`src/rtl/core/nsvl_pkg.sv`:
```
`timescale 1ns / 1ps
package nsvl_pkg;

  localparam int MaxSeedsDefault = 256;
  localparam int MapSize = 256;
  localparam int CoordW = 8;
  localparam int TypeW = 3;
  localparam int CharW = 7;
  localparam int SqW = 2 * CoordW;
  localparam int DistW = SqW + 1;
  localparam int LimW = 13;

  typedef enum logic [1:0] {
    OP_CLEAR = 2'd0,
    OP_LOAD  = 2'd1,
    OP_QUERY = 2'd2,
    OP_NONE  = 2'd3
  } op_t;

  typedef enum logic [1:0] {
    S_IDLE,
    S_WALK,
    S_FLUSH,
    S_DONE
  } state_t;

  typedef struct packed {
    logic [CoordW-1:0] x;
    logic [CoordW-1:0] y;
    logic [TypeW-1:0]  ty;
  } seed_t;

  typedef struct packed {
    logic load;
    logic rotate;
  } cell_ctl_t;

  typedef struct packed {
    logic             have;
    logic [TypeW-1:0] ty;
  } dist_res_t;

  function automatic logic [CharW-1:0] tile_char(input logic [TypeW-1:0] ty);
    logic [CharW-1:0] c;
    case (ty)
      3'd0:    c = 7'h6E;
      3'd1:    c = 7'h66;
      3'd2:    c = 7'h2E;
      3'd3:    c = 7'h5E;
      3'd4:    c = 7'h7E;
      3'd5:    c = 7'h2C;
      3'd6:    c = 7'h3D;
      default: c = 7'h00;
    endcase
    return c;
  endfunction

endpackage

```
`src/rtl/core/nsvl_dist.sv`:
```
`timescale 1ns / 1ps
module nsvl_dist
  import nsvl_pkg::*;
(
  input  logic              clk,
  input  logic              rst,
  input  logic              start,
  input  logic              valid_in,
  input  seed_t             seed,
  input  logic [CoordW-1:0] qx,
  input  logic [CoordW-1:0] qy,
  output dist_res_t         res
);

  logic [CoordW-1:0] dx;
  logic [CoordW-1:0] dy;
  logic [SqW-1:0]    sqx;
  logic [SqW-1:0]    sqy;
  logic [TypeW-1:0]  s1_ty;
  logic              s1_valid;
  logic [DistW-1:0]  dsum;
  logic [DistW-1:0]  best;
  logic              hit;

  assign dx = (qx > seed.x) ? (qx - seed.x) : (seed.x - qx);
  assign dy = (qy > seed.y) ? (qy - seed.y) : (seed.y - qy);
  assign dsum = {1'b0, sqx} + {1'b0, sqy};

  // newest seed comes first, so a strict compare keeps it on ties
  assign hit = s1_valid && (!res.have || dsum < best);

  always_ff @(posedge clk) begin
    sqx   <= dx * dx;
    sqy   <= dy * dy;
    s1_ty <= seed.ty;
  end

  always_ff @(posedge clk) begin
    if (rst) begin
      s1_valid <= 1'b0;
    end else begin
      s1_valid <= valid_in;
    end
  end

  always_ff @(posedge clk) begin
    if (rst) begin
      res.have <= 1'b0;
    end else if (start) begin
      res.have <= 1'b0;
    end else if (hit) begin
      res.have <= 1'b1;
    end
    if (hit) begin
      best   <= dsum;
      res.ty <= s1_ty;
    end
  end

endmodule

```
`config.mk`:
```
export PLATFORM = sky130hd
export DESIGN_NAME = nsvl_dist
export DESIGN_NICKNAME = d
export VERILOG_FILES = /design/src/rtl/core/nsvl_pkg.sv /design/src/rtl/core/nsvl_dist.sv
export SDC_FILE = /design/constraint.sdc
export NUM_CORES = 1
export LEC_CHECK = 0
export BUFFER_PORTS_ARGS = -buffer_cell sky130_fd_sc_hd__buf_4
export CORE_ASPECT_RATIO = 1.4
export CORE_MARGIN = 2
export CORE_UTILIZATION = 45
export CTS_BUF_LIST = sky130_fd_sc_hd__clkbuf_8 sky130_fd_sc_hd__clkbuf_16
export CTS_CLUSTER_DIAMETER = 80
export DETAILED_ROUTE_END_ITERATION = 8
export PLACE_DENSITY = 0.62
export SETUP_SLACK_MARGIN = 0.5
export SYNTH_ARGS = -nofsm -noshare
export SYNTH_HDL_FRONTEND = slang
export SYNTH_SLANG_ARGS = --single-unit
```
`constraint.sdc`:
```
create_clock -name clk -period 10.3 [get_ports clk]
set_clock_uncertainty 0.1 [all_clocks]
set_input_delay 2.06 -clock clk [delete_from_list [all_inputs] [get_ports clk]]
set_output_delay 2.06 -clock clk [all_outputs]
set_load 0.005 [all_outputs]
```
-- After elaboration in Yosys (flattened, before gate mapping)
Index checks and enable logic that the tools add are counted.
Widths: inputs -> output; s select.
- flip-flop bits (word level): 57
- input bits: 39
- output and inout port bits: 4
- word-level logic and storage cells: 23
- add/sub/neg operators: 5
- multipliers: 2
- $lt $le $gt $ge: 3
- multiplexer cells: 2
- reductions and logical operators: 4
- operators by type and width (kind ; number):
    $mul 8x8->16 ; 2
    $sub 8x8->8 ; 4
    $add 16x16->17 ; 1
    $lt 17x17->1 ; 1
    $gt 8x8->1 ; 2
    $mux 8 ; 2
    $reduce_or 2->1 ; 1
    $logic_and 1x1->1 ; 1
    $logic_not 1->1 ; 1
    $logic_or 1x1->1 ; 1

-- Longest topological paths before layout
Gate-level depths: netlist of the first run.
- depth after elaboration: 4
- gate-level depth with buffers: 27
- mapped depth without buffers: 26

-- Worst setup path before layout of the first run
No wires, ideal clock.
- kind: input-to-reg
- from: in seed[16] in the netlist's numbering
- to: reg sqx[15]
- library setup time: 0.072 ns
- arrival: 7.736 ns
- required time: 10.128 ns
- setup slack: 2.392 ns
- stages: 24
- buffers on the path: 1
- path through: inv_1 -> ha_1 -> buf_6 -> a21o_1 -> a211o_1 -> o21ai_4 -> mux2_2 -> mux2i_2 -> or2_1 -> inv_1 -> fa_1 -> fa_1 -> inv_1 -> fa_1 -> fa_1 -> inv_1 -> ha_1 -> nor3_1 -> nor2_1 -> a31oi_1 -> nor2b_1 -> o21a_1 -> o41ai_1 -> xnor2_1
- longest elaborated chain between the ends: 3
- elaborated cells between the ends (all ways): 5
- those cells by class: add/sub: 2; mul: 1; order compare: 1; mux: 1
- RTL lines (what ; RTL line ; source):
    from (decl) ; nsvl_dist.sv:9 ; input seed_t seed,
    $sub 8x8->8 or $gt 8x8->1 (tied branches) ; nsvl_dist.sv:25 ; assign dx = (qx > seed.x) ? (qx - seed.x) : (seed.x - qx);
    $mux 8 (*) ; nsvl_dist.sv:25 ;
    $mul 8x8->16 (*) ; nsvl_dist.sv:33 ; sqx <= dx * dx;
    to (signal assigned) ; nsvl_dist.sv:33 ;
    to (decl) ; nsvl_dist.sv:17 ; logic [SqW-1:0] sqx;
Mark *: on every way between the ends. The rest lies on a longest branch, timed or not.
A chain may end at the register's enable or synchronous reset.

-- Worst setup path after layout of the first run
- from: in qx[0]
- to: reg sqx[15]
- longest elaborated chain between the ends: 3
- elaborated cells between the ends (all ways): 5
- those cells by class: add/sub: 2; mul: 1; order compare: 1; mux: 1
- RTL lines (what ; RTL line ; source):
    from (decl) ; nsvl_dist.sv:10 ; input logic [CoordW-1:0] qx,
    $sub 8x8->8 or $gt 8x8->1 (tied branches) ; nsvl_dist.sv:25 ;
    $mux 8 (*) ; nsvl_dist.sv:25 ;
    $mul 8x8->16 (*) ; nsvl_dist.sv:33 ;
Marks and branches as above.

==> results list, run 1 <==
- Post-synthesis cell type count: 55
- TritonCTS built the clock tree.
- Subtracting the final worst setup slack from the clock period gives 8.316 ns.
- The max-slew violation count was 0.
- After clock tree synthesis, the clock-pin slew on the worst setup and hold paths is 0.07 ns.
* Hold buffer count at cts: 0
* Worst endpoint data arrival time: 8.41 ns
- Share of synthesized area occupied by flip-flops and latches: 0.1893
- The finished layout holds 990 standard cells, fillers aside.
* Layout net count: 1011
- Yosys attributes the largest share of cell area to sky130_fd_sc_hd__ha_1 (22%), sky130_fd_sc_hd__fa_1 (16%), sky130_fd_sc_hd__dfxtp_1 (10%).
- Per-cell via count in the routed design: 5.152
- Nature of the critical path startpoint: primary input
* CTS max path bufs: 2
- For this run, the leading register cell type out of synthesis is sky130_fd_sc_hd__dfxtp_1.
- Root Buffer Master: sky130_fd_sc_hd__clkbuf_16
- Leaving out fill and tap cells, the most frequent cell in the layout is sky130_fd_sc_hd__inv_1.
- Measured slew at the worst slew-check pin: 1.077 ns
- Slew margin rel.: 0.2771
* Worst setup slack for register-to-register paths: 6.07 ns
* Unrepaired setup endpoints after global routing: false
- Path type of the worst setup path: primary input to flip-flop
* Hold Vio Cnt, Final: 0
- The repair_antennas step left the layout with diodes totalling 0.
* Core area: 0.01499 mm^2
- In the finished design, the share of the clock period the worst path needs comes to 0.8074.
* Synthesis-to-finish area growth: 9.376%
* Wire length of the first global-routing pass: 22920 um
- Die X-Extent: 108.4 um
* Detailed-router iteration count before antenna repair: 4
* Clock sink count: 55
* Accumulated negative setup slack: 0 ns
- Share of flip-flops with an asynchronous set or reset: 0
- Fmax achieved: 120.2 MHz
- Leftover overflow at the end of global routing: 0
- Synthesis produced a netlist whose cell count is 762.
- Summed instance area of the synthesized netlist: 0.006873 mm^2
- The initial antenna violation count came to 0.
- Worst hold stages: 0
* Remaining routing DRC violations: 0
- From bottom edge to top edge, the die measures 150.2 um.
- In the final routed layout, each cell accounts on average for 13.06 um.
- The number of nets handed over by synthesis was 976.
- Setup crit end kind: flip-flop
- Min-Delay Startpoint: s1_ty[0]
- Yosys warning count: 0
* Detailed Place HPWL: 11300 um
* Overall global routing resource usage: 0.1724
* Total vias in the final route: 5100
- The synthesized design spends more area on one cell type than any other, namely sky130_fd_sc_hd__ha_1.
- End point of the worst hold path: res[0]
- The min-delay analysis places its worst path in the category flip-flop to flip-flop.
- Of the cells placed in the final design, the portion with a size suffix greater than 1 is 0.09398.
- Number of violations reported at the end of detailed-routing iteration 0: 136
- Skew-Pair Late Insertion Delay: 0.29 ns
- Max FO, Critical Path: 11
- The initial utilization of the core area, before any placement, comes to 0.4586.
- Result of the run: complete, no violations
- R2r startpoint: sqy[3]
* Data required time at the worst endpoint: 10.39 ns
- Placement row count: 53
- After detailed placement, the design holds a cell count of 982.
* H-tree depth reported by CTS: 2
- In this run the remaining antenna-violating nets after routing total 0.
* Maximum Capacitance Violations: 0
- Vias in the first global route: 5267
- The synthesized design contains 20 enable-type register cells.
- Number of buffers created by CTS: 5
- Worst reg2reg endpoint: best[15]
- Total setup buffers inserted after CTS: 0
- Setup violations remaining at the end of the flow were counted as 0.
* Share of the synthesized area in the top cell type: 0.2203
- For this block, the routed nets add up to 12930 um of wire.
* Cells resized by post-CTS repair: 0
* Number of cells traversed by the worst register-to-register path: 14
- Count of input and output buffers: 42
* Overall die area: 0.01629 mm^2
- Synthesis inferred 55 register bits.
- The library cells used most frequently in the layout, excluding fill and tap cells, are sky130_fd_sc_hd__inv_1 (137), sky130_fd_sc_hd__ha_1 (121), sky130_fd_sc_hd__nor2_1 (68).
* Final estimated routing congestion in global placement: 0.8868
* Largest net degree at the start of global routing: 21
* Top Ports: 43
- After synthesis, the mean cell area works out to 9.019 um^2.
state kept, by name, indices dropped and copies added (netlist names):
signal	cells
best	17
res	4
s1_ty	3
s1_valid	1
sqx	15
sqy	15
metal layers:
layer	vias to the layer above	GRT usage	routed length [um]
li1	2590	-	-
met1	2421	0.1913	5317
met2	66	0.3350	7081
met3	23	0.01385	198
met4	0	0.06346	332
met5	-	0	0
worst max-delay path, cell delays in order:
cell and delay (ns):
sky130_fd_sc_hd__buf_4 0.11, sky130_fd_sc_hd__inv_1 0.04, sky130_fd_sc_hd__ha_1 0.16, sky130_fd_sc_hd__inv_1 0.06, sky130_fd_sc_hd__fa_1 0.41, sky130_fd_sc_hd__nand3_1 0.16, sky130_fd_sc_hd__a21oi_2 0.10, sky130_fd_sc_hd__o21ai_4 0.32
sky130_fd_sc_hd__mux2i_1 0.15, sky130_fd_sc_hd__xnor2_1 0.85, sky130_fd_sc_hd__nor2_1 0.16, sky130_fd_sc_hd__fa_1 0.51, sky130_fd_sc_hd__fa_1 0.55, sky130_fd_sc_hd__inv_1 0.06, sky130_fd_sc_hd__fa_1 0.51, sky130_fd_sc_hd__fa_1 0.54
sky130_fd_sc_hd__inv_1 0.04, sky130_fd_sc_hd__ha_1 0.34, sky130_fd_sc_hd__nor3_1 0.19, sky130_fd_sc_hd__nor2_1 0.07, sky130_fd_sc_hd__a31oi_1 0.25, sky130_fd_sc_hd__nor2b_1 0.08, sky130_fd_sc_hd__o21a_1 0.19, sky130_fd_sc_hd__o41ai_1 0.30
sky130_fd_sc_hd__xnor2_1 0.21
worst max path at each step:
stage             start  cells after the start       to
6_report          qx[0]                     25  sqx[15]
2_1_floorplan  seed[16]                     24  sqx[15]
3_5_place_dp      qx[0]                     25  sqx[15]
5_1_grt           qx[0]                     25  sqx[15]
3_3_place_gp   seed[16]                     23  sqx[15]
4_1_cts           qx[0]                     25  sqx[15]
kinds of logic (layout without fill, tap and decap cells):
group           after synthesis  after routing  share of synthesized area
mux                          16             16                    0.02676
simple gates                173            173                     0.1202
compound gates              141            141                     0.1353
flops                        55             55                     0.1893
xor+xnor                     50             50                    0.06481
buf+inv                     152            188                    0.08611
fa+ha+maj                   175            175                     0.3776
per-stage QoR:
step                      instance area [um^2]  worst slack, ns  hold slack [ns]    util
final                                     7517            1.984           0.3109  0.5016
after global routing                      7517            1.399           0.3237  0.5016
after CTS                                 7517            1.934           0.3155  0.5016
after detailed placement                  7358            1.630           0.2994  0.4910
after global placement                    7358            1.835           0.2990  0.4910
after floorplan                           6873            2.392           0.2855       -
Yosys cell counts (all sizes together) (3+ instances only):
cell type	instances
clkbuf	5
nor3	12
edfxtp	20
nand3	7
nand2	29
a211o	4
nand4	6
o21bai	8
xor2	16
o22ai	4
or2	11
o211ai	8
nand2b	13
buf	10
mux2	3
a21o	23
a21oi	50
dfxtp	35
a31oi	4
inv	137
nor2b	10
ha	121
xnor2	34
o21a	7
mux2i	13
o21ai	13
nor2	71
fa	54
nand3b	5
a211oi	10
layout make-up:
class / count / area (um^2)
multi-input cells: 555 / 4980
well taps: 192 / 240.2
repair buffers: 43 / 322.8
clock inverters: 1 / 6.256
flip-flops and latches: 55 / 1301
clock buffers: 7 / 152.6
inverters: 137 / 514.2
fillers: 1465 / 7470
Power of run 1 is not shown: default switching activity piles up to over one toggle a cycle in this logic, so the estimate is an artifact.
==> run 2, diff against run 1 <==
Clock period 10.3 ns to 8.2 ns, I/O delays scaled along.
==> run 2 against run 1 <==
Core utilization up 1.1 points. Wire length up 2.5%. Count of clock-buffer cells in the layout down 2. Final cell count up 1.8%. Die area unchanged. Worst hold slack worse by 0.0043 ns.
==> results list, run 2 (synthesis results as in run 1) <==
- Clock sink count: 55 (unchanged)
- The row count is 53 (unchanged).
* Unrepaired setup endpoints after global routing: true
* Die X-Extent: 108.4 um (unchanged)
* Measured slew at the worst slew-check pin: 1.037 ns (-0.03962 ns)
- Busiest grt layer: met2
* Top Ports: 43 (unchanged)
- Max-slew violation count: 0 (unchanged)
- Path type of the worst setup path: primary input to flip-flop
- Starting density of the core: 0.4586 (unchanged)
- The worst register-to-register path ends at best[0].
- GR Layer Usage met1: 0.1971 (+0.005853)
- The area of the core region was 0.01499 mm^2 (unchanged).
- Per-cell via count in the routed design: 5.105 (-0.90%)
* Flip-flop count of the largest register, all copies and words added: 17 (unchanged)
* Synthesis-to-finish area growth: 11.80%
* Maximum Capacitance Violations: 0 (unchanged)
* Floorplan die height: 150.2 um (unchanged)
- H-tree depth reported by CTS: 2 (unchanged)
* Startpoint of the most critical setup path: seed[8]
- CTS max path bufs: 2 (unchanged)
- The worst endpoint data arrival time is 7.50 ns (-0.91 ns).
- Skew-Pair Late Insertion Delay: 0.29 ns (about the same)
* Max FO, Critical Path: 11 (unchanged)
- Register bank with the most flops: best
- The clock input transition at the sequential cells of the worst setup and hold paths came to 0.07 ns (about the same).
* Total vias in the final route: 5146 (+0.90%)
* Layout net count: 1029 (+1.8%)
* Regs by FF count: best: 17 flops, sqx: 15 flops, sqy: 15 flops
* Clock tree from TritonCTS: yes
- The depth of the worst hold-timing path is 0 (unchanged).
* Count of antenna diodes in the layout: 0 (unchanged)
- The number of buffers added to fix hold violations after cts is 0 (unchanged).
* Fmax achieved: 135.5 MHz
* Worst hold path type: flip-flop to flip-flop
- Global-route track usage on met3: 0.01126 (-0.002597)
- CP Capture Point: sqy[15]
* Leftover overflow at the end of global routing: 0 (unchanged)
- Result of the run: complete, no violations
- The data required time of the critical path was 8.32 ns (-2.07 ns).
- The count of routing violations after the opening detailed-route iteration came to 139 (+2.2%).
- STA classifies the critical path startpoint as a primary input.
- Overall die area: 0.01629 mm^2 (unchanged)
- The depth of the worst register-to-register path was 14 (unchanged).
* Final WL: 13250 um (+2.5%)
* Count of input and output buffers: 42 (unchanged)
- Slew margin rel.: 0.3087 (+0.03157)
- Setup crit end kind: flip-flop
- The register-to-register path setup slack is 3.88 ns (-2.19 ns).
* Crit share post-route: 0.8998
- Number of antenna violations at the first check in global routing: 0 (unchanged)
- The global-route met2 utilization is 0.3378 (+0.002812).
- Clock tree synthesis selected as its root buffer the cell sky130_fd_sc_hd__clkbuf_16.
- Final estimated routing congestion in global placement: 0.9428 (+6.3%)
* Vias in the first global route: 5247 (-0.38%)
- Average wire per standard cell: 13.14 um (+0.62%)
* Fin crit period: 7.378 ns
* Wire length of the first global-routing pass: 23010 um (+0.39%)
- The post-DP HPWL is 11330 um (+0.23%).
- The library cell used most frequently in the layout, excluding fill and tap cells, is sky130_fd_sc_hd__inv_1.
- Hold Vio Cnt, Final: 0 (unchanged)
* Largest net degree at the start of global routing: 21 (unchanged)
* # setup viols final: 0 (unchanged)
- In the layout the commonest cells are sky130_fd_sc_hd__inv_1 (137), sky130_fd_sc_hd__ha_1 (119), sky130_fd_sc_hd__nor2_1 (67).
* Fraction of layout cells with a size suffix above 1: 0.1225 (+0.02856)
- The filler cell count in the final layout came to 1443 (-1.5%).
- The number of detailed-route iterations in the first pass came to 4 (unchanged).
* R2r startpoint: sqy[3]
- Number of buffers created by CTS: 5 (unchanged)
- The antenna violation net count after detailed routing came to 0 (unchanged).
- The sum of negative setup slack came to 0 ns (unchanged).
* Overall global routing resource usage: 0.1726 (about the same)
* Remaining routing DRC violations: 0 (unchanged)
[run 2: critical path, stage by stage]
cell and delay, ns:
sky130_fd_sc_hd__buf_4 0.08, sky130_fd_sc_hd__inv_1 0.03, sky130_fd_sc_hd__ha_1 0.44, sky130_fd_sc_hd__nand4_1 0.27
sky130_fd_sc_hd__nor2_2 0.30, sky130_fd_sc_hd__a211o_1 0.21, sky130_fd_sc_hd__nand2_1 0.12, sky130_fd_sc_hd__mux2i_1 0.15
sky130_fd_sc_hd__xor2_1 0.14, sky130_fd_sc_hd__buf_4 0.18, sky130_fd_sc_hd__or2_2 0.31, sky130_fd_sc_hd__fa_1 0.50
sky130_fd_sc_hd__inv_1 0.07, sky130_fd_sc_hd__fa_1 0.51, sky130_fd_sc_hd__fa_1 0.55, sky130_fd_sc_hd__inv_1 0.06
sky130_fd_sc_hd__fa_1 0.52, sky130_fd_sc_hd__inv_1 0.04, sky130_fd_sc_hd__ha_1 0.35, sky130_fd_sc_hd__a21oi_1 0.14
sky130_fd_sc_hd__o21ai_0 0.12, sky130_fd_sc_hd__a41o_1 0.29, sky130_fd_sc_hd__a21o_1 0.18, sky130_fd_sc_hd__a21oi_1 0.17
sky130_fd_sc_hd__xnor2_1 0.13
[run 2: routing by layer]
layer / up-vias / part of all wire
met2: 80 / 0.55
met3: 21 / 0.016
li1: 2628 / -
met5: - / 0
met4: 0 / 0.019
met1: 2417 / 0.42
[run 2: worst min-delay path by stage]
stage / from / endpoint
4_1_cts: s1_ty[0] / res[0]
2_1_floorplan: s1_ty[0] / res[0]
5_1_grt: s1_ty[0] / res[0]
3_3_place_gp: s1_ty[2] / res[2]
3_5_place_dp: s1_ty[0] / res[0]
6_report: s1_ty[0] / res[0]
[run 2: final cells by class]
cell class | count | area, um^2 | share of cell area
repair buffers | 61 | 457.9 | 0.05960
clock inverters | 3 | 21.27 | 0.002768
inverters | 137 | 514.2 | 0.06693
multi-input cells | 555 | 5024 | 0.6538
clock buffers | 5 | 125.1 | 0.01628
flip-flops and latches | 55 | 1301 | 0.1694
well taps | 192 | 240.2 | 0.03127
[run 2: stage by stage]
step,setup WS (ns),hold slack [ns],cell area (um^2),cells,utilization
after floorplan,0.7123,0.2855,6873,762,-
after global placement,0.4529,0.2983,7418,990,0.4950
after detailed placement,0.2995,0.2904,7418,990,0.4950
after CTS,0.5971,0.3079,7565,998,0.5048
after global routing,0.4862,0.3185,7684,1008,0.5127
final,0.8215,0.3066,7684,1008,0.5127
[run 2: timing repair]
action                                 CTS  global route
setup endpoints to repair                0             4
endpoints found under the hold margin    0             0
buffers inserted                         0            10
resized for setup                        0             8
Power of run 2 is left out for the same reason.
