--- config.mk ---
export PLATFORM = sky130hd
export DESIGN_NAME = nsvl_cell
export DESIGN_NICKNAME = d
export VERILOG_FILES = /design/src/rtl/core/nsvl_pkg.sv /design/src/rtl/core/nsvl_cell.sv
export SDC_FILE = /design/constraint.sdc
export NUM_CORES = 1
export LEC_CHECK = 0
export BUFFER_PORTS_ARGS = -buffer_cell sky130_fd_sc_hd__buf_2
export CAP_MARGIN = 20
export CORE_ASPECT_RATIO = 0.7
export CORE_MARGIN = 2
export CORE_UTILIZATION = 40
export CTS_CLUSTER_DIAMETER = 60
export DETAILED_ROUTE_END_ITERATION = 8
export PLACE_DENSITY = 0.78
export SETUP_SLACK_MARGIN = 0.4
export SLEW_MARGIN = 15
export SYNTH_ARGS = -nofsm -noshare
export SYNTH_HDL_FRONTEND = slang
export SYNTH_SLANG_ARGS = --single-unit
--- constraint.sdc ---
create_clock -name clk -period 1.28 [get_ports clk]
set_input_delay 0.256 -clock clk [delete_from_list [all_inputs] [get_ports clk]]
set_output_delay 0.256 -clock clk [all_outputs]
set_load 0.01 [all_outputs]
--- src/rtl/core/nsvl_pkg.sv ---
`timescale 1ns / 1ps
package nsvl_pkg;

  localparam int MaxSeedsDefault = 256;
  localparam int MapSize = 256;
  localparam int CoordW = 8;
  localparam int TypeW = 3;
  localparam int CharW = 7;
  localparam int SqW = 2 * CoordW;
  localparam int DistW = SqW + 1;
  localparam int LimW = 13;

  typedef enum logic [1:0] {
    OP_CLEAR = 2'd0,
    OP_LOAD  = 2'd1,
    OP_QUERY = 2'd2,
    OP_NONE  = 2'd3
  } op_t;

  typedef enum logic [1:0] {
    S_IDLE,
    S_WALK,
    S_FLUSH,
    S_DONE
  } state_t;

  typedef struct packed {
    logic [CoordW-1:0] x;
    logic [CoordW-1:0] y;
    logic [TypeW-1:0]  ty;
  } seed_t;

  typedef struct packed {
    logic load;
    logic rotate;
  } cell_ctl_t;

  typedef struct packed {
    logic             have;
    logic [TypeW-1:0] ty;
  } dist_res_t;

  function automatic logic [CharW-1:0] tile_char(input logic [TypeW-1:0] ty);
    logic [CharW-1:0] c;
    case (ty)
      3'd0:    c = 7'h6E;
      3'd1:    c = 7'h66;
      3'd2:    c = 7'h2E;
      3'd3:    c = 7'h5E;
      3'd4:    c = 7'h7E;
      3'd5:    c = 7'h2C;
      3'd6:    c = 7'h3D;
      default: c = 7'h00;
    endcase
    return c;
  endfunction

endpackage

--- src/rtl/core/nsvl_cell.sv ---
`timescale 1ns / 1ps
module nsvl_cell
  import nsvl_pkg::*;
(
  input  logic      clk,
  input  cell_ctl_t ctl,
  input  seed_t     prev_seed,
  input  seed_t     next_seed,
  output seed_t     seed
);

  always_ff @(posedge clk) begin
    if (ctl.load) begin
      seed <= prev_seed;
    end else if (ctl.rotate) begin
      seed <= next_seed;
    end
  end

endmodule

# Word-level counts from Yosys, hierarchy flattened

Cells that the tools add are included.

Multiplexer cells: 2
Reduce and logical (&&, ||, !) cells: 1

Operators by type and width:

| operator          | number |
|---|---|
| $mux 19           | 2 |
| $reduce_bool 2->1 | 1 |

Flip-flop bits (word level): 19
Bits of input ports: 41
Output and inout port bits: 19
Word-level logic and storage cells: 6

# Logic depth before layout (Yosys ltp)

Gate-level depths: netlist (run 1).

Word-level depth: 2
Depth in mapped cells: 2
Mapped depth without buffers: 1

# Worst setup path before layout (run 1)

OpenSTA, ideal clock, no wires.

Path kind: input -> register
Start point: in ctl[1] (netlist bit)
End point: reg seed[0] (netlist bit), enable pin
Data arrival time: 0.830 ns
Data required time: 0.982 ns
Path slack: 0.152 ns
Cell stages on the path: 2
Path buffers: 1
Path through: buf_6 > or2_2

Word-level cells in the longest chain between the ends: 1

Ends and longest elaborated chain:

| element                     | RTL line        | text |
|---|---|---|
| start: declaration          | nsvl_cell.sv:6  | `input cell_ctl_t ctl,` |
| $reduce_bool 2->1 (no line) | --              |  |
| end signal: assignment      | nsvl_cell.sv:14 | `seed <= prev_seed;` |
| end signal: assignment      | nsvl_cell.sv:16 | `seed <= next_seed;` |
| end: declaration            | nsvl_cell.sv:9  | `output seed_t seed` |

No other way between the ends.
A chain may end at the register's enable or synchronous reset.

# Final worst setup path (run 1)

Start point: reg seed[0] (netlist bit)
End point: out seed[0] (netlist bit)

No word-level cell between the ends.

==> results of run 1 <==
-- through the flow --
stage          hold slack [ns]  setup slack [ns]  util (%)  cell area (um2)
3_5_place_dp             0.560             0.137      58.9             1250
3_3_place_gp             0.556             0.165      58.9             1250
5_1_grt                  0.237             0.142      60.2             1270
2_1_floorplan            0.473             0.318         -              905
6_report                 0.248             0.184      60.2             1270
4_1_cts                  0.237             0.160      60.2             1270
-- Yosys cell counts --
cell	number	share of area [%]
buf_6	2	2.5
edfxtp_1	19	64
mux2_4	19	32
or2_2	1	0.71
-- layer usage --
metal  wire, um  up-vias  share of wire, %
met3        167        2                11
li1           -      289                 -
met1        597      259                38
met4         19        0               1.2
met5          0        -                 0
met2        767       37                49
-- power groups by stage --
stage	clock network [mW]	registers, mW	logic [mW]
2_1_floorplan	0	0.833	0.113
3_3_place_gp	0	0.789	0.285
3_5_place_dp	0	0.792	0.292
4_1_cts	0.310	0.778	0.291
5_1_grt	0.333	0.784	0.307
6_report	0.296	0.776	0.287
-- layout make-up --
cell class	count	share of cell area, %
timing repair buffer	62	26.9
sequential	19	44.7
clock inverter	1	0.393
multi-input combinational	20	23.1
clock buffer	3	1.77
tap	32	3.14
-- repair_timing --
| action | CTS | global route |
|---|---|---|
| setup endpoints to repair | 19 | 19 |
| gates cloned | 0 | 0 |
| pin swaps | 0 | 0 |
| resized for setup | 0 | 0 |
-- path summary, 6_finish.rpt --
path / startpoint / to / slack, ns / cells past startpoint
setup / recovery: seed[0] / seed[0] / 0.18 / 1
hold / removal: next_seed[5] / seed[5] / 0.25 / 2
-- kinds of logic after synthesis --
| group | after synthesis | share of synthesized area [%] |
|---|---|---|
| buffers and inverters | 2 | 2.55 |
| flip-flops | 19 | 64.5 |
| multiplexers | 19 | 32.2 |
| AND/OR/NAND/NOR | 1 | 0.708 |
-- placed cells by master, fill, tap and decap left out, drive strengths merged --
master  netlist  final
mux2         19     19
edfxtp       19     19
clkinv        0      1
buf           2     62
clkbuf        0      3
or2           1      1
==> results.py, run 1 <==
metrics = {
    "layout": {
        "antenna_cells": 0,
        "largestRegisters": "seed x19",
        "largest_register_ffs": 19,
        "fillers": 176,
        "multi_input_area_um2": 294,
        "syn_to_final_growth_pct": 44.1,
        "layout.nets": 147,
        "regArea_um2": 571,
        "fin_cells": 137,
        "layout-drive-gt1-share_pct": 81.9,
        "top_register": "seed",
    },
    "logic_synthesis": {
        "netlist_instances": 41,
        "ys_ff_latch": 19,
        "ys_seq_area_share_pct": 64.5,
        "mappedNetlistArea_um2": 885,
        "synthesis.nets": 82,
        "synth.distinct_cells": 4,
        "yosysWarnings": 0,
        "syn_area_per_cell_um2": 21.6,
    },
    "worst_setup_path": {
        "critical_path_class": "reg -> out",
        "cp_slowest_cell": "edfxtp_1",
        "path_max_fanout": 1,
        "crit_required_ns": 1.02,
        "crit_chain": "buf_2",
        "crit_arrival_ns": 0.84,
        "cpPeakStageDelay_ns": 0.39,
        "end_kind": "output port",
        "critPathLaunchType": "flip-flop",
        "crit_buf_inv": 1,
        "cp_top_family": "flip-flops",
    },
    "grt": {
        "grtUsageMet2_pct": 22.6,
        "grt_pass1_wl_um": 2260,
        "antenna_found_initial": 0,
        "use_met1_pct": 13.1,
        "grt.busiest_layer": "met2",
        "overflow": 0,
        "grt_max_degree": 20,
        "grt_use_total_pct": 12.5,
        "use_met3_pct": 5.07,
        "grt_pass1_vias": 576,
    },
    "clock_network": {
        "cts_tree": "built",
        "postCtsHoldBufs": 0,
        "cts-htree-levels": 1,
        "clk_pin_slew_worst_paths_ns": 0.11,
        "cts_buffers": 3,
        "clock-sinks": 19,
        "cts_buffer_depth": 2,
        "cts_setup_buffers": 0,
        "root_buffer": "clkbuf_4",
    },
    "timing": {
        "min_period_ns": 1.10,
        "setup_viol": 0,
        "slew_headroom_pct": 82.0,
        "rsz0062_at_grt": "true",
        "timing.final.crit_share_pct": 85.6,
        "fmax_mhz": 912,
        "tightestPinTransition_ns": 0.270,
        "drv_slew": 0,
        "setup_tns_ns": 0,
        "finalHoldViolCount": 0,
    },
    "detailed_routing": {
        "wl_per_cell_um": 11.3,
        "finalWirelength_um": 1550,
        "antenna_left": 0,
        "avgViaCountPerCell": 4.28,
        "drtPass1Iterations": 2,
        "drc": 0,
        "vias": 587,
        "drt_iter0_markers": 5,
    },
    "placement": {
        "gp_congestion": 0.640,
        "io_buffers": 59,
        "dp_cells": 133,
    },
    "power": {
        "internal-power_mw": 1.05,
        "power_leakage_nw": 0.626,
        "p_sw_share_pct": 22.7,
        "power.share.clock_pct": 21.8,
        "pwr-share-comb_pct": 21.1,
        "p_per_area_nw_per_um2": 1070,
        "ir_drop_mv": 0.755,
        "sequentialPowerShare_pct": 57.1,
        "power_mw": 1.36,
        "switchingPower_mw": 0.309,
    },
    "floorplan": {
        "dieArea_um2": 2610,
        "die-width_um": 60.2,
        "start_util_pct": 41.7,
        "dieHeight_um": 43.3,
        "io_pins": 60,
        "std_cell_rows": 14,
        "core_um2": 2120,
    },
    "run_status": {
        "status": "complete, no violations",
    },
    "min_path": {
        "min_path_type": "in -> reg",
    },
    "run": {
        "cap_violations": 0,
    },
}
(Power assumes the default switching activity.)
==> run 2: changes to the inputs <==
--- a/config.mk
+++ b/config.mk
@@ -5,13 +5,15 @@
 export SDC_FILE = /design/constraint.sdc
 export NUM_CORES = 1
 export LEC_CHECK = 0
+export ABC_AREA = 1
 export BUFFER_PORTS_ARGS = -buffer_cell sky130_fd_sc_hd__buf_2
 export CAP_MARGIN = 20
 export CORE_ASPECT_RATIO = 0.7
 export CORE_MARGIN = 2
-export CORE_UTILIZATION = 40
+export CORE_UTILIZATION = 39
 export CTS_CLUSTER_DIAMETER = 60
 export DETAILED_ROUTE_END_ITERATION = 8
+export HOLD_SLACK_MARGIN = 0.08
 export PLACE_DENSITY = 0.78
 export SETUP_SLACK_MARGIN = 0.4
 export SLEW_MARGIN = 15
==> results.py, run 2 <==
metrics = {
    "run_status": {
        "status": "complete, no violations",
    },
    "floorplan": {
        "io_pins": 60,
        "dieArea_um2": 2470,
        "die-width_um": 58.5,
        "dieHeight_um": 42.2,
        "start_util_pct": 42.7,
        "std_cell_rows": 13,
        "core_um2": 1900,
    },
    "placement": {
        "gp_congestion": 0.640,
        "dp_cells": 160,
        "dpl.hpwl_um": 1390,
        "io_buffers": 59,
    },
    "clock_network": {
        "cts_buffer_depth": 2,
        "cts_tree": "built",
        "cts-htree-levels": 1,
        "root_buffer": "clkbuf_4",
        "clock-sinks": 19,
        "clk_pin_slew_worst_paths_ns": 0.11,
        "cts_setup_buffers": 0,
        "cts_buffers": 3,
    },
    "run": {
        "cap_violations": 0,
    },
    "layout": {
        "layout_commonest_cell": "buf_2",
        "fin_cells": 164,
        "antenna_cells": 0,
        "largest_register_ffs": 19,
        "syn_to_final_growth_pct": 43.0,
        "fin_util_pct": 61.0,
        "top_register": "seed",
        "largestRegisters": "seed x19",
        "layout.nets": 184,
        "layout-drive-gt1-share_pct": 46.5,
        "layout_common_cells": "buf_2, nand2_1, edfxtp_1",
    },
    "timing": {
        "finalHoldViolCount": 0,
        "slew_headroom_pct": 79.6,
        "timing.final.crit_share_pct": 85.9,
        "setup_tns_ns": 0,
        "setup_viol": 0,
        "drv_slew": 0,
        "tightestPinTransition_ns": 0.305,
        "rsz0062_at_grt": "true",
        "fmax_mhz": 910,
        "min_period_ns": 1.10,
    },
    "grt": {
        "grt_use_total_pct": 15.5,
        "grt_pass1_wl_um": 2790,
        "grt_pass1_vias": 654,
        "overflow": 0,
        "grt_max_degree": 20,
        "antenna_found_initial": 0,
    },
    "power": {
        "p_per_area_nw_per_um2": 1130,
        "power.share.clock_pct": 22.4,
        "ir_drop_mv": 0.771,
        "switchingPower_mw": 0.323,
        "pwr-share-comb_pct": 18.4,
        "sequentialPowerShare_pct": 59.1,
        "power_leakage_nw": 0.629,
        "internal-power_mw": 0.993,
        "p_sw_share_pct": 24.5,
    },
    "logic_synthesis": {
        "ys_ff_latch": 19,
        "synth_commonest_cells": "nand2_1, edfxtp_1, buf_2",
        "synth-edff-count": 19,
        "yosysTopAreaCellShare_pct": 70.3,
        "synth.distinct_cells": 6,
        "netlist_instances": 81,
        "synth-simple-area-share_pct": 27.1,
        "synth.most_common_cell": "nand2_1",
        "synth-async-reset-ratio_pct": 0,
        "synthFlopType": "edfxtp_1",
        "synth_xor_area_share_pct": 0,
        "synth.largest_area_cell": "edfxtp_1",
        "synth_top_family_by_area": "simple AND/OR/NAND/NOR gates",
        "yosysWarnings": 0,
        "synthTopCellsByArea": "edfxtp_1, nand2_1, buf_2",
        "syn_area_per_cell_um2": 10.0,
        "synthesis.nets": 122,
        "synthMuxAreaShare_pct": 0,
        "mappedNetlistArea_um2": 812,
        "synth_compound_area_share_pct": 0,
        "ys_seq_area_share_pct": 70.3,
        "synthAdderAreaFrac_pct": 0,
    },
    "min_path": {
        "whs_path_depth": 3,
        "min_path_type": "in -> reg",
    },
    "worst_setup_path": {
        "cp-startpoint": "seed[5]",
        "cp_slowest_cell": "edfxtp_1",
        "critPathLaunchType": "flip-flop",
        "cp_top_family": "flip-flops",
        "cpPeakStageDelay_ns": 0.41,
        "crit_arrival_ns": 0.84,
        "path_max_fanout": 1,
        "critical_path_class": "reg -> out",
        "crit_chain": "buf_6",
        "crit_buf_inv": 1,
        "crit_required_ns": 1.02,
        "end_kind": "output port",
        "cp-endpoint": "seed[5]",
        "worstSetupPathDepth": 1,
    },
    "detailed_routing": {
        "drtPass1Iterations": 4,
        "finalWirelength_um": 1750,
        "antenna_left": 0,
        "drc": 0,
        "vias": 745,
        "avgViaCountPerCell": 4.54,
        "wl_per_cell_um": 10.7,
        "drt_iter0_markers": 17,
    },
}
==> run 2: cell types whose count changed after synthesis <==
cell	change
nand2_1	+57
mux2_4	-19
buf_2	+2
buf_6	-2
buf_4	+1
inv_2	+1
or2_1	+1
or2_2	-1
==> run 2: what timing repair did <==
item,in CTS,in global routing
setup endpoints to repair,19,19
pin swaps,0,0
gates resized for setup,0,1
hold buffers,0,0
==> run 2: metal layers <==
layer	track usage [%]	wire length (um)	up-vias	share of wire, %
met5	0	0	-	0
met4	4.19	0	0	0
met3	7.72	167	0	9.5
met2	26.5	902	36	52
met1	16.9	678	327	39
li1	-	-	382	-
==> run 2: how the worst min path moves through the flow <==
stage / startpoint / end / slack (ns)
2_1_floorplan: next_seed[0] / seed[0] / 0.43
3_3_place_gp: next_seed[14] / seed[14] / 0.52
3_5_place_dp: next_seed[14] / seed[14] / 0.52
4_1_cts: next_seed[14] / seed[14] / 0.21
5_1_grt: next_seed[6] / seed[6] / 0.21
6_report: next_seed[14] / seed[14] / 0.21
==> run 2: power groups by stage <==
stage	clock (mW)	combinational [mW]	sequential [mW]
global placement	0	0.236	0.792
CTS	0.305	0.243	0.779
floorplan	0	0.0701	0.833
global route	0.325	0.270	0.786
finish	0.295	0.243	0.778
detailed placement	0	0.243	0.792
==> run 2: final cells by class <==
cell class	count	area (um2)
well taps	22	27.5
fillers	161	742
inverters	1	3.75
multi-input cells	58	223
clock buffers	3	22.5
repair buffers	60	309
flip-flops and latches	19	571
clock inverters	1	5.00
==> run 2: cell families after synthesis <==
kind of cell	after synthesis
simple gates	58
flops	19
buf+inv	4
==> run 2: per-stage QoR <==
step           worst slack, ns  area (um2)  hold slack (ns)  power [mW]
6_report                 0.181        1160            0.214        1.32
4_1_cts                  0.167        1150            0.206        1.33
2_1_floorplan            0.335         825            0.435       0.904
3_5_place_dp             0.181        1130            0.525        1.03
5_1_grt                  0.127        1160            0.205        1.38
3_3_place_gp             0.214        1130            0.521        1.03
==> run 3: changes to the inputs <==
==> constraint.sdc (replaced) <==
create_clock -name clk -period 1.22 [get_ports clk]
set_input_delay 0.244 -clock clk [delete_from_list [all_inputs] [get_ports clk]]
set_output_delay 0.244 -clock clk [all_outputs]
set_load 0.01 [all_outputs]
==> results.py, run 3 (synthesized netlist as in run 2, its figures left out) <==
metrics = {
    "detailed_routing": {
        "wl_per_cell_um": 10.7,
        "vias": 754,
        "drtPass1Iterations": 4,
        "finalWirelength_um": 1770,
        "drt_iter0_markers": 8,
        "avgViaCountPerCell": 4.57,
        "antenna_left": 0,
        "drc": 0,
    },
    "grt": {
        "grt_pass1_wl_um": 2860,
        "grt_use_total_pct": 16.0,
        "grt_pass1_vias": 699,
        "antenna_found_initial": 0,
        "grt_max_degree": 20,
        "overflow": 0,
    },
    "layout": {
        "top_register": "seed",
        "antenna_cells": 0,
        "layout-drive-gt1-share_pct": 46.9,
        "largest_register_ffs": 19,
        "largestRegisters": "seed x19",
        "layout.nets": 185,
        "syn_to_final_growth_pct": 43.1,
        "layout_common_cells": "buf_2, nand2_1, edfxtp_1",
        "layout_commonest_cell": "buf_2",
    },
    "run": {
        "cap_violations": 0,
    },
    "timing": {
        "finalHoldViolCount": 0,
        "setup_tns_ns": 0,
        "fmax_mhz": 922,
        "tightestPinTransition_ns": 0.299,
        "rsz0062_at_grt": "true",
        "timing.final.crit_share_pct": 88.9,
        "min_period_ns": 1.08,
        "whs_ns": 0.207,
        "drv_slew": 0,
        "slew_headroom_pct": 80.1,
        "setup_viol": 0,
    },
    "placement": {
        "io_buffers": 59,
        "dpl.hpwl_um": 1440,
        "gp_congestion": 0.638,
    },
    "worst_setup_path": {
        "critPathLaunchType": "flip-flop",
        "cpPeakStageDelay_ns": 0.39,
        "crit_required_ns": 0.98,
        "cp_slowest_cell": "edfxtp_1",
        "cp_top_family": "flip-flops",
        "cp-startpoint": "seed[0]",
        "end_kind": "output port",
        "crit_chain": "buf_2",
        "crit_buf_inv": 1,
        "critical_path_class": "reg -> out",
        "crit_arrival_ns": 0.84,
        "path_max_fanout": 1,
    },
    "min_path": {
        "hold_end": "seed[6]",
        "whs_path_depth": 3,
        "hold_start": "next_seed[6]",
        "min_path_type": "in -> reg",
    },
    "power": {
        "power_leakage_nw": 0.632,
        "p_per_area_nw_per_um2": 1190,
        "ir_drop_mv": 0.788,
    },
    "floorplan": {
        "dieArea_um2": 2470,
        "dieHeight_um": 42.2,
        "std_cell_rows": 13,
        "start_util_pct": 42.7,
        "io_pins": 60,
        "core_um2": 1900,
        "die-width_um": 58.5,
    },
    "clock_network": {
        "cts-htree-levels": 1,
        "postCtsHoldBufs": 0,
        "cts_setup_buffers": 0,
        "clock-sinks": 19,
        "cts_buffers": 3,
        "cts_buffer_depth": 2,
        "root_buffer": "clkbuf_4",
        "cts_tree": "built",
        "clk_pin_slew_worst_paths_ns": 0.10,
    },
    "run_status": {
        "status": "complete, no violations",
    },
}
-- run 3: cell count changes in the layout (fill, tap and decap cells not counted), sizes merged --
cell	before	now
buf	60	61
-- run 3: worst max path at each step --
stage / end / slack (ns) / cells after the start
2_1_floorplan: seed[0] / 0.29 / 2
3_3_place_gp: seed[13] / 0.24 / 2
3_5_place_dp: seed[13] / 0.23 / 2
4_1_cts: seed[5] / 0.12 / 1
5_1_grt: seed[18] / 0.09 / 1
6_report: seed[0] / 0.14 / 1
-- run 3: area by class of cell --
cell class / count / area [um2]
Clock buffer: 3 / 22.5
Clock inverter: 1 / 5.00
Fill cell: 173 / 741
Inverter: 1 / 3.75
Multi-Input combinational cell: 58 / 223
Sequential cell: 19 / 571
Tap cell: 22 / 27.5
Timing Repair Buffer: 61 / 310
-- run 3: where the power goes --
group	leakage [nW]	internal [mW]	switching, mW
registers	0.196	0.800	0.0163
logic	0.418	0.118	0.136
clock network	0.0177	0.122	0.186
-- run 3: routing by layer --
layer  up-vias  wire (um)  global-route usage (%)
li1        381          -                       -
met1       336        667                    18.2
met2        35        933                    26.7
met3         2        155                    7.10
met4         0         13                    5.58
met5         -          0                       0
-- run 3: stage by stage --
step	setup WS (ns)	util, %	total power, mW	cells	instance area [um2]
after global placement	0.242	59.6	1.08	161	1130
after floorplan	0.287	-	0.948	81	825
after CTS	0.122	61.1	1.39	165	1160
final	0.136	61.1	1.38	165	1160
after global routing	0.0851	61.1	1.46	165	1160
after detailed placement	0.232	59.6	1.09	161	1130
-- run 3: timing repair --
action                     4_1_cts  5_1_grt
gates cloned                     0        0
setup endpoints to repair       19       19
resized for setup                0        0
hold endpoints to repair         0        0
